File: config.mk
export PLATFORM = sky130hd
export DESIGN_NAME = sensor_jump_fault_monitor_flat
export DESIGN_NICKNAME = d
export VERILOG_FILES = /design/src/sjfm_pkg.sv /design/src/sjfm_if.sv /design/src/sjfm_judge.sv /design/src/sensor_jump_fault_monitor.sv /design/src/flat_wrapper.sv
export VERILOG_INCLUDE_DIRS = /design/src /design/src/src
export SDC_FILE = /design/constraint.sdc
export NUM_CORES = 1
export LEC_CHECK = 0
export BUFFER_PORTS_ARGS = -buffer_cell sky130_fd_sc_hd__clkbuf_2
export CAP_MARGIN = 20
export CORE_ASPECT_RATIO = 2
export CORE_MARGIN = 2
export CORE_UTILIZATION = 58
export CTS_CLUSTER_DIAMETER = 150
export DETAILED_ROUTE_END_ITERATION = 10
export PLACE_DENSITY = 0.8
export SLEW_MARGIN = 20
export SYNTH_ARGS = -nofsm -noshare
export SYNTH_HDL_FRONTEND = slang
export SYNTH_SLANG_ARGS = --single-unit
File: constraint.sdc
create_clock -name clk_i -period 8.9 [get_ports clk_i]
set_input_delay 1.335 -clock clk_i [delete_from_list [all_inputs] [get_ports clk_i]]
set_output_delay 1.335 -clock clk_i [all_outputs]
set_load 0.02 [all_outputs]
File: src/sensor_jump_fault_monitor_macros.svh
// ----------------------------------------------------------------------------
// Sensor jump fault monitor: assertion macros
// Concurrent checks on clk_i, disabled while rst_ni is low.
// ----------------------------------------------------------------------------
`ifndef SENSOR_JUMP_FAULT_MONITOR_MACROS_SVH
`define SENSOR_JUMP_FAULT_MONITOR_MACROS_SVH

`ifndef SYNTH
`define SJFM_ASSERT_NOW(lbl, ante, cons) \
  lbl: assert property (@(posedge clk_i) disable iff (!rst_ni) (ante) |-> (cons)) \
    else $error("sjfm assertion failed");
`define SJFM_ASSERT_NEXT(lbl, ante, cons) \
  lbl: assert property (@(posedge clk_i) disable iff (!rst_ni) (ante) |=> (cons)) \
    else $error("sjfm assertion failed");
`else
`define SJFM_ASSERT_NOW(lbl, ante, cons)
`define SJFM_ASSERT_NEXT(lbl, ante, cons)
`endif

`endif

File: src/sjfm_pkg.sv
// ----------------------------------------------------------------------------
// Sensor jump fault monitor package
// Shared types and codes of the monitor.
// ----------------------------------------------------------------------------
`timescale 1ns / 1ps

package sjfm_pkg;

  localparam int unsigned CountW = 4;
  localparam int unsigned LimitW = 31;
  localparam int unsigned CfgIdxW = 2;
  localparam int unsigned CfgDataW = 32;
  localparam logic [CountW-1:0] CountMax = 4'd15;
  localparam logic [LimitW-1:0] LimitReset = 31'd65536;

  typedef enum logic [1:0] {
    SensorLaser    = 2'd0,
    SensorAttitude = 2'd1,
    SensorBaro     = 2'd2,
    SensorUnused   = 2'd3
  } sensor_e;

  typedef enum logic [1:0] {
    FaultNone    = 2'd0,
    FaultJump    = 2'd1,
    FaultInteger = 2'd2
  } fault_code_e;

  typedef enum logic [1:0] {
    SrcNone     = 2'd0,
    SrcLaser    = 2'd1,
    SrcAttitude = 2'd2,
    SrcBaro     = 2'd3
  } fault_src_e;

  typedef enum logic [CfgIdxW-1:0] {
    RegEnable        = 2'd0,
    RegLaserLimit    = 2'd1,
    RegAttitudeLimit = 2'd2,
    RegPressureLimit = 2'd3
  } cfg_reg_e;

  typedef struct packed {
    logic              latched;
    logic [CountW-1:0] count;
    logic              seen;
  } ch_state_t;

  typedef struct packed {
    logic        forward;
    logic        store;
    logic        code_we;
    fault_code_e code;
  } judge_res_t;

endpackage

File: src/sjfm_if.sv
// ----------------------------------------------------------------------------
// Sensor jump fault monitor channels
// Sample, result and configuration handshake interfaces.
// ----------------------------------------------------------------------------
`timescale 1ns / 1ps

interface sjfm_sample_if #(
  parameter int unsigned SAMPLE_WIDTH = 32
);
  logic                           valid;
  logic                           ready;
  logic [1:0]                     sensor;
  logic signed [SAMPLE_WIDTH-1:0] value_a;
  logic signed [SAMPLE_WIDTH-1:0] value_b;

  modport source (output valid, sensor, value_a, value_b, input ready);
  modport sink (input valid, sensor, value_a, value_b, output ready);
endinterface

interface sjfm_result_if;
  logic       valid;
  logic       ready;
  logic       forward;
  logic       laser_fault;
  logic       attitude_fault;
  logic       baro_fault;
  logic [1:0] last_fault_code;
  logic [1:0] fault_source;

  modport source (output valid, forward, laser_fault, attitude_fault, baro_fault,
                  last_fault_code, fault_source, input ready);
  modport sink (input valid, forward, laser_fault, attitude_fault, baro_fault,
                last_fault_code, fault_source, output ready);
endinterface

interface sjfm_cfg_if;
  logic                         valid;
  logic                         ready;
  logic [sjfm_pkg::CfgIdxW-1:0] index;
  logic [sjfm_pkg::CfgDataW-1:0] data;

  modport source (output valid, index, data, input ready);
  modport sink (input valid, index, data, output ready);
endinterface

File: src/sjfm_judge.sv
// ----------------------------------------------------------------------------
// Sensor jump fault monitor: sample judge
// Next state of one sensor channel from its state, last good value and sample.
// ----------------------------------------------------------------------------
`timescale 1ns / 1ps

module sjfm_judge #(
  parameter int unsigned SAMPLE_WIDTH = 32,
  parameter int unsigned ERROR_LIMIT  = 10
) (
  input  sjfm_pkg::ch_state_t                cur_i,
  input  logic                               two_i,
  input  logic signed [SAMPLE_WIDTH-1:0]     a_i,
  input  logic signed [SAMPLE_WIDTH-1:0]     b_i,
  input  logic signed [SAMPLE_WIDTH-1:0]     last_a_i,
  input  logic signed [SAMPLE_WIDTH-1:0]     last_b_i,
  input  logic [sjfm_pkg::LimitW-1:0]        limit_i,
  output sjfm_pkg::ch_state_t                nxt_o,
  output sjfm_pkg::judge_res_t               res_o
);

  localparam int unsigned DW = SAMPLE_WIDTH + 1;
  localparam int unsigned CW = (DW > sjfm_pkg::LimitW) ? DW : sjfm_pkg::LimitW;
  localparam logic [sjfm_pkg::CountW-1:0] Limit = sjfm_pkg::CountW'(ERROR_LIMIT);

  logic signed [DW-1:0]        diff_a, diff_b;
  logic [DW-1:0]               mag_a, mag_b;
  logic                        near, valid;
  logic [sjfm_pkg::CountW-1:0] count_inc;

  assign diff_a = {a_i[SAMPLE_WIDTH-1], a_i} - {last_a_i[SAMPLE_WIDTH-1], last_a_i};
  assign diff_b = {b_i[SAMPLE_WIDTH-1], b_i} - {last_b_i[SAMPLE_WIDTH-1], last_b_i};
  assign mag_a  = diff_a[DW-1] ? DW'(-diff_a) : DW'(diff_a);
  assign mag_b  = diff_b[DW-1] ? DW'(-diff_b) : DW'(diff_b);

  assign valid = (a_i[15:0] != 16'd0) && (!two_i || (b_i[15:0] != 16'd0));
  assign near  = (CW'(mag_a) < CW'(limit_i)) && (!two_i || (CW'(mag_b) < CW'(limit_i)));

  assign count_inc = (cur_i.count < sjfm_pkg::CountMax) ? cur_i.count + 1'b1 : cur_i.count;

  always_comb begin
    nxt_o         = cur_i;
    res_o.forward = 1'b0;
    res_o.store   = 1'b0;
    res_o.code_we = 1'b0;
    res_o.code    = valid ? sjfm_pkg::FaultJump : sjfm_pkg::FaultInteger;
    if (cur_i.latched) begin
      if (valid && near) begin
        res_o.store = 1'b1;
        if (cur_i.count != '0) begin
          nxt_o.count = cur_i.count - 1'b1;
        end
      end else begin
        nxt_o.count   = Limit;
        res_o.code_we = 1'b1;
      end
      nxt_o.latched = (nxt_o.count != '0);
    end else if (!cur_i.seen) begin
      if (valid) begin
        res_o.store   = 1'b1;
        res_o.forward = 1'b1;
        nxt_o.count   = '0;
        nxt_o.seen    = 1'b1;
      end else begin
        nxt_o.count   = count_inc;
        res_o.code_we = 1'b1;
        res_o.code    = sjfm_pkg::FaultJump;
      end
    end else if (valid && near) begin
      res_o.store   = 1'b1;
      res_o.forward = 1'b1;
      nxt_o.count   = '0;
    end else begin
      nxt_o.count   = count_inc;
      res_o.code_we = 1'b1;
      if (count_inc == Limit) begin
        nxt_o.latched = 1'b1;
      end
    end
  end

endmodule

File: src/sensor_jump_fault_monitor.sv
// ----------------------------------------------------------------------------
// Sensor jump fault monitor
// Rejects integer-valued and jumping sensor samples and latches sensor faults.
// ----------------------------------------------------------------------------
// Usage:
//   in_i  carries one sample item: sensor (laser, attitude, barometer) and
//         value_a / value_b in signed Q16.16.
//   out_o carries one result item per sample: forward flag, the three latched
//         fault flags, the last fault code and the last rejected sensor.
//   cfg_i writes the enable and the three jump limits and is always ready; the user
//         writes it only while no item is in flight (not enforced by the block).
// Path: the item waits in the input register and passes through the judge
//   into the result register once that register is free or being read.
// Throughput: one item per cycle while out_o takes each result; the judge
//   reads and writes the channel state in the same cycle that the result
//   register loads, so items follow back to back.
// Reset: channel state, last good values and stored codes clear; the monitor
//   is enabled with each jump limit at 1.0.
// Stall: a held result keeps the result register; the input register still
//   takes one more item, then in_i.ready drops until out_o moves.
// ----------------------------------------------------------------------------
`timescale 1ns / 1ps

`include "sensor_jump_fault_monitor_macros.svh"

module sensor_jump_fault_monitor #(
  parameter int unsigned SAMPLE_WIDTH = 32,
  parameter int unsigned ERROR_LIMIT  = 10
) (
  input  logic            clk_i,
  input  logic            rst_ni,
  sjfm_sample_if.sink     in_i,
  sjfm_result_if.source   out_o,
  sjfm_cfg_if.sink        cfg_i
);

  localparam int unsigned LW = sjfm_pkg::LimitW;

  logic                             enable_q;
  logic [LW-1:0]                    laser_lim_q, att_lim_q, baro_lim_q;

  logic                             s1_valid_q;
  sjfm_pkg::sensor_e                s1_sensor_q;
  logic signed [SAMPLE_WIDTH-1:0]   s1_a_q, s1_b_q;

  sjfm_pkg::ch_state_t              st_q [3];
  sjfm_pkg::ch_state_t              st_d [3];
  logic signed [SAMPLE_WIDTH-1:0]   lgv_q [4];
  logic signed [SAMPLE_WIDTH-1:0]   lgv_d [4];
  sjfm_pkg::fault_code_e            code_q, code_d;
  sjfm_pkg::fault_src_e             src_q, src_d;

  logic                             out_valid_q;
  logic                             fwd_q, fwd_d;

  logic                             advance, active, two;
  logic [1:0]                       ch;
  logic [1:0]                       base;
  logic [LW-1:0]                    limit;
  sjfm_pkg::ch_state_t              ch_nxt;
  sjfm_pkg::judge_res_t             res;

  assign cfg_i.ready = 1'b1;

  always_ff @(posedge clk_i or negedge rst_ni) begin
    if (!rst_ni) begin
      enable_q    <= 1'b1;
      laser_lim_q <= sjfm_pkg::LimitReset;
      att_lim_q   <= sjfm_pkg::LimitReset;
      baro_lim_q  <= sjfm_pkg::LimitReset;
    end else if (cfg_i.valid) begin
      case (sjfm_pkg::cfg_reg_e'(cfg_i.index))
        sjfm_pkg::RegEnable:        enable_q    <= cfg_i.data[0];
        sjfm_pkg::RegLaserLimit:    laser_lim_q <= cfg_i.data[LW-1:0];
        sjfm_pkg::RegAttitudeLimit: att_lim_q   <= cfg_i.data[LW-1:0];
        sjfm_pkg::RegPressureLimit: baro_lim_q  <= cfg_i.data[LW-1:0];
        default: ;
      endcase
    end
  end

  assign advance    = s1_valid_q && (!out_valid_q || out_o.ready);
  assign in_i.ready = !s1_valid_q || advance;

  always_ff @(posedge clk_i or negedge rst_ni) begin
    if (!rst_ni) begin
      s1_valid_q <= 1'b0;
    end else if (in_i.ready) begin
      s1_valid_q <= in_i.valid;
    end
  end

  always_ff @(posedge clk_i) begin
    if (in_i.valid && in_i.ready) begin
      s1_sensor_q <= sjfm_pkg::sensor_e'(in_i.sensor);
      s1_a_q      <= in_i.value_a;
      s1_b_q      <= in_i.value_b;
    end
  end

  always_comb begin
    ch    = 2'd0;
    base  = 2'd0;
    two   = 1'b0;
    limit = laser_lim_q;
    case (s1_sensor_q)
      sjfm_pkg::SensorLaser: begin
        ch    = 2'd0;
        base  = 2'd0;
        limit = laser_lim_q;
      end
      sjfm_pkg::SensorAttitude: begin
        ch    = 2'd1;
        base  = 2'd1;
        two   = 1'b1;
        limit = att_lim_q;
      end
      sjfm_pkg::SensorBaro: begin
        ch    = 2'd2;
        base  = 2'd3;
        limit = baro_lim_q;
      end
      default: ;
    endcase
  end

  assign active = advance && enable_q && (s1_sensor_q != sjfm_pkg::SensorUnused);

  sjfm_judge #(
    .SAMPLE_WIDTH (SAMPLE_WIDTH),
    .ERROR_LIMIT  (ERROR_LIMIT)
  ) u_judge (
    .cur_i    (st_q[ch]),
    .two_i    (two),
    .a_i      (s1_a_q),
    .b_i      (s1_b_q),
    .last_a_i (lgv_q[base]),
    .last_b_i (lgv_q[2]),
    .limit_i  (limit),
    .nxt_o    (ch_nxt),
    .res_o    (res)
  );

  always_comb begin
    st_d   = st_q;
    lgv_d  = lgv_q;
    code_d = code_q;
    src_d  = src_q;
    fwd_d  = 1'b0;
    if (active) begin
      st_d[ch] = ch_nxt;
      fwd_d    = res.forward;
      if (res.store) begin
        lgv_d[base] = s1_a_q;
        if (two) begin
          lgv_d[2] = s1_b_q;
        end
      end
      if (res.code_we) begin
        code_d = res.code;
      end
      if (!res.forward) begin
        case (s1_sensor_q)
          sjfm_pkg::SensorLaser:    src_d = sjfm_pkg::SrcLaser;
          sjfm_pkg::SensorAttitude: src_d = sjfm_pkg::SrcAttitude;
          sjfm_pkg::SensorBaro:     src_d = sjfm_pkg::SrcBaro;
          default:                  src_d = src_q;
        endcase
      end
    end
  end

  always_ff @(posedge clk_i or negedge rst_ni) begin
    if (!rst_ni) begin
      for (int i = 0; i < 3; i++) begin
        st_q[i] <= '0;
      end
      for (int i = 0; i < 4; i++) begin
        lgv_q[i] <= '0;
      end
      code_q <= sjfm_pkg::FaultNone;
      src_q  <= sjfm_pkg::SrcNone;
    end else if (advance) begin
      st_q   <= st_d;
      lgv_q  <= lgv_d;
      code_q <= code_d;
      src_q  <= src_d;
    end
  end

  always_ff @(posedge clk_i or negedge rst_ni) begin
    if (!rst_ni) begin
      out_valid_q <= 1'b0;
    end else if (advance) begin
      out_valid_q <= 1'b1;
    end else if (out_o.ready) begin
      out_valid_q <= 1'b0;
    end
  end

  always_ff @(posedge clk_i) begin
    if (advance) begin
      fwd_q <= fwd_d;
    end
  end

  assign out_o.valid           = out_valid_q;
  assign out_o.forward         = fwd_q;
  assign out_o.laser_fault     = st_q[0].latched;
  assign out_o.attitude_fault  = st_q[1].latched;
  assign out_o.baro_fault      = st_q[2].latched;
  assign out_o.last_fault_code = code_q;
  assign out_o.fault_source    = src_q;

  `SJFM_ASSERT_NOW(a_latched_count, 1'b1, !((st_q[0].latched && st_q[0].count == '0) || (st_q[1].latched && st_q[1].count == '0) || (st_q[2].latched && st_q[2].count == '0)))
  `SJFM_ASSERT_NEXT(a_state_holds, !advance, $stable(st_q[0]) && $stable(st_q[1]) && $stable(st_q[2]) && $stable(code_q))
  `SJFM_ASSERT_NOW(a_ready_when_empty, !out_valid_q, in_i.ready)
  `SJFM_ASSERT_NEXT(a_fwd_not_latched, advance && fwd_d, out_o.valid && !out_o.forward == 1'b0)

endmodule

File: src/flat_wrapper.sv
// flat-port wrapper written by rule: the top's interface ports become plain ports
module sensor_jump_fault_monitor_flat 
#(
  parameter int unsigned SAMPLE_WIDTH = 32,
  parameter int unsigned ERROR_LIMIT  = 10
)
  (clk_i, rst_ni, in_i_valid, in_i_sensor, in_i_value_a, in_i_value_b, in_i_ready, out_o_valid, out_o_forward, out_o_laser_fault, out_o_attitude_fault, out_o_baro_fault, out_o_last_fault_code, out_o_fault_source, out_o_ready, cfg_i_valid, cfg_i_index, cfg_i_data, cfg_i_ready);
  sjfm_sample_if #(.SAMPLE_WIDTH(SAMPLE_WIDTH)) in_i_i ();
  sjfm_result_if out_o_i ();
  sjfm_cfg_if cfg_i_i ();
  input  logic clk_i;
  input  logic rst_ni;
  input wire logic [$bits(in_i_i.valid)-1:0] in_i_valid;
  input wire logic [$bits(in_i_i.sensor)-1:0] in_i_sensor;
  input wire logic [$bits(in_i_i.value_a)-1:0] in_i_value_a;
  input wire logic [$bits(in_i_i.value_b)-1:0] in_i_value_b;
  output wire logic [$bits(in_i_i.ready)-1:0] in_i_ready;
  output wire logic [$bits(out_o_i.valid)-1:0] out_o_valid;
  output wire logic [$bits(out_o_i.forward)-1:0] out_o_forward;
  output wire logic [$bits(out_o_i.laser_fault)-1:0] out_o_laser_fault;
  output wire logic [$bits(out_o_i.attitude_fault)-1:0] out_o_attitude_fault;
  output wire logic [$bits(out_o_i.baro_fault)-1:0] out_o_baro_fault;
  output wire logic [$bits(out_o_i.last_fault_code)-1:0] out_o_last_fault_code;
  output wire logic [$bits(out_o_i.fault_source)-1:0] out_o_fault_source;
  input wire logic [$bits(out_o_i.ready)-1:0] out_o_ready;
  input wire logic [$bits(cfg_i_i.valid)-1:0] cfg_i_valid;
  input wire logic [$bits(cfg_i_i.index)-1:0] cfg_i_index;
  input wire logic [$bits(cfg_i_i.data)-1:0] cfg_i_data;
  output wire logic [$bits(cfg_i_i.ready)-1:0] cfg_i_ready;
  assign in_i_i.valid = in_i_valid;
  assign in_i_i.sensor = in_i_sensor;
  assign in_i_i.value_a = in_i_value_a;
  assign in_i_i.value_b = in_i_value_b;
  assign in_i_ready = in_i_i.ready;
  assign out_o_valid = out_o_i.valid;
  assign out_o_forward = out_o_i.forward;
  assign out_o_laser_fault = out_o_i.laser_fault;
  assign out_o_attitude_fault = out_o_i.attitude_fault;
  assign out_o_baro_fault = out_o_i.baro_fault;
  assign out_o_last_fault_code = out_o_i.last_fault_code;
  assign out_o_fault_source = out_o_i.fault_source;
  assign out_o_i.ready = out_o_ready;
  assign cfg_i_i.valid = cfg_i_valid;
  assign cfg_i_i.index = cfg_i_index;
  assign cfg_i_i.data = cfg_i_data;
  assign cfg_i_ready = cfg_i_i.ready;
  sensor_jump_fault_monitor #(.SAMPLE_WIDTH(SAMPLE_WIDTH), .ERROR_LIMIT(ERROR_LIMIT)) u_core (.clk_i(clk_i), .rst_ni(rst_ni), .in_i(in_i_i), .out_o(out_o_i), .cfg_i(cfg_i_i));
endmodule
==> results.cfg <==
[yosys]
synth_warnings = 0
synth_ff_type = dfrtp_1
ys_seq_area_share_pct = 39.95
synth-edff-count = 67
async_flop_share_pct = 78.59
ys_top_cells_by_count = 242 x dfrtp_1, 169 x mux2_2, 143 x a21oi_1
synthesis.area_sq_mm = 0.02046
synth_area_leaders = dfrtp_1 30%, edfxtp_1 9.8%, mux2_2 9.3%
syn_inst = 1951
synth_fp_nets = 2192
yosysUniqueCellTypes = 89
synth_top_area_cell = dfrtp_1
yosysTopAreaCellShare_pct = 29.60
ys_ff_latch = 313
syn_area_per_cell_sq_um = 10.49
yosysMostFrequentCell = dfrtp_1

[cts]
cts_max_path_buffers = 3
clkSlewWorstSetupHoldPaths_ns = 0.06
cts_root_buf = clkbuf_16
htreeDepth = 1
clock-sinks = 313
clkLatencyLatePin_ns = 0.58
cts-resized-gates = 0
holdBufCountCts = 0
cts_setup_buffers = 0
numCtsBuffers = 28
cts_tree = built

[routing]
route.detailed.drc = 0
via_per_inst = 6.438
wirelength_mm = 55.30
num_vias = 16260
dr.first_iter.drc_count = 1022
drtPass1Iterations = 5
antenna_left = 0
wl_per_cell_um = 21.90

[place]
dp_slack_ns = 0.7247
portBuffers = 113
gp_congestion = 1.005
placed_area_sq_mm = 0.02166
place_hpwl_mm = 42.86

[setup_path]
path_delay_family = compound AO/OA/AOI/OAI gates
critPathKind = reg2reg
reg2reg_slack_ns = 0.65
arrival_ns = 8.70
cpPeakStageDelay_ns = 0.59
r2r_cells = 34
crit_path_top_delay_cell = or4_1
crit_required_ns = 9.35
startpoint = u_core.s1_sensor_q[0]
cp_num_buf_inv = 7
path_max_fanout = 32
timing.rr.end = u_core.lgv_q[63]
end_kind = register
regToRegStartpoint = u_core.s1_sensor_q[0]
cp-start-kind = register
cpMostUsedCell = buf_4

[worst_hold_path]
min_to = u_core.lgv_q[106]
min_from = u_core.lgv_q[106]
hold_class = reg2reg
whs_path_depth = 1

[sta]
rsz0062_at_grt = false
slew-limit-headroom_pct = 36.58
max_freq_mhz = 121.2
hold_viol = 0
skew_ns = 0.01682
holdWs_ns = 0.4879
drv_slew = 0
finalCritPeriodShare_pct = 92.70
worst_pin_slew_ns = 0.9513
timing.final.crit_period_ns = 8.250
fin_setup_tns_ns = 0
setup_viol = 0
fin_ws_ns = 0.6496

[die]
die_y_um = 269.6
initial_core_util_pct = 58.53
row_count = 97
dieArea_sq_mm = 0.03688
core_region_area_sq_mm = 0.03495
io_pins = 116
die_w_um = 136.8

[cells_and_area]
design_area_sq_mm = 0.02260
nFillCells = 2766
multi_input_area_sq_mm = 0.01158
final-seq-area_sq_mm = 0.008173
nets = 2300
antenna_cells = 0
area_growth_pct = 10.49
drive_gt1_share_pct = 20.77
final_util_pct = 64.67

[global_route]
grt_max_degree = 115
grt_antenna_before_repair = 1
grt_pass1_wl_mm = 87.92
grt_overflow = 0
track_usage_pct = 30.36
grt_pass1_vias = 17070

[power_and_ir_drop]
p_leak_nw = 9.708
peakVddDrop_v = 0.0002487
p_per_area_mw_per_mm2 = 384.5

[run]
maxCapViolCount = 0

[outcome]
status = finished, final reports clean
==> flip-flops by register name, summed over array words and instances (netlist names), 2 cells and up <==
| signal | flops |
|---|---|
| u_core.laser_lim_q | 31 |
| u_core.att_lim_q | 31 |
| u_core.st_q | 15 |
| u_core.out_o.fault_source | 2 |
| u_core.lgv_q | 128 |
| u_core.baro_lim_q | 31 |
| u_core.s1_b_q | 32 |
| u_core.out_o.last_fault_code | 2 |
| u_core.s1_a_q | 32 |
| u_core.s1_sensor_q | 2 |
==> worst max-delay path by stage <==
stage / endpoint / slack [ns] / cells past startpoint
2_1_floorplan: u_core.lgv_q[33] / 0.97 / 35
3_3_place_gp: u_core.lgv_q[32] / 0.85 / 34
3_5_place_dp: u_core.lgv_q[35] / 0.72 / 34
4_1_cts: u_core.lgv_q[63] / 0.68 / 34
5_1_grt: u_core.lgv_q[63] / 0.12 / 34
6_report: u_core.lgv_q[63] / 0.65 / 34
==> cells in the final DEF (no fill, tap or decap), types with 13 or more instances in the layout <==
cell type and count:
nor2_1 122, a21o_1 38, buf_4 42, dfrtp_1 242, xor2_1 26, clkbuf_16 28
or3_1 18, xnor2_1 57, a21oi_1 143, o21ai_0 91, mux2_1 73, edfxtp_1 67
inv_1 95, o21a_1 14, nor2b_1 19, nand3_1 39, nand4_1 31, nand2_1 101
o211ai_1 16, mux2_2 169, clkbuf_2 112, a31oi_1 15, and2_1 19, ha_1 133
nand2b_1 16, nor3_1 36, o31ai_1 15, nor4_1 18, mux4_2 32, a22oi_1 31
mux2i_1 13
==> per-layer routing <==
layer / global-route usage (%) / part of all wire [%]
met2: 56.72 / 54
met4: 16.41 / 6.0
met1: 32.78 / 36
met5: 0 / 0
met3: 2.820 / 3.7
==> cell families (layout without fill, tap and decap cells) <==
group | Yosys count | count (layout) | share of synthesized area, %
AOI/OAI and AO/OA | 475 | 475 | 15.10
xor gates and xnor gates | 83 | 83 | 3.554
adders and majority gates | 136 | 136 | 8.391
buffers and inverters | 177 | 306 | 3.486
DFF | 313 | 313 | 39.95
muxes | 288 | 288 | 17.59
other | 1 | 1 | 0.01833
and+or+nand+nor | 478 | 478 | 11.91
==> stage by stage <==
| step | power (mW) | std cells |
|---|---|---|
| after floorplan | 5.974 | 1951 |
| after global placement | 7.162 | 2474 |
| after detailed placement | 7.378 | 2474 |
| after CTS | 8.651 | 2525 |
| after global routing | 9.390 | 2525 |
| final | 8.692 | 2525 |
==> power by group <==
group / leakage [nW] / internal (mW) / switching [mW] / total [mW]
logic: 5.60 / 2.28 / 3.06 / 5.34
registers: 3.65 / 1.87 / 0.238 / 2.11
clock network: 0.464 / 0.711 / 0.533 / 1.24
==> cell type report <==
cell class / instances / share of cell area (%)
tap: 445 / 2.463
clock inverter: 10 / 0.6255
sequential: 313 / 36.16
clock buffer: 41 / 3.537
timing repair buffer: 160 / 4.384
inverter: 95 / 1.578
multi-input combinational: 1461 / 51.25
(Power assumes the default switching activity.)
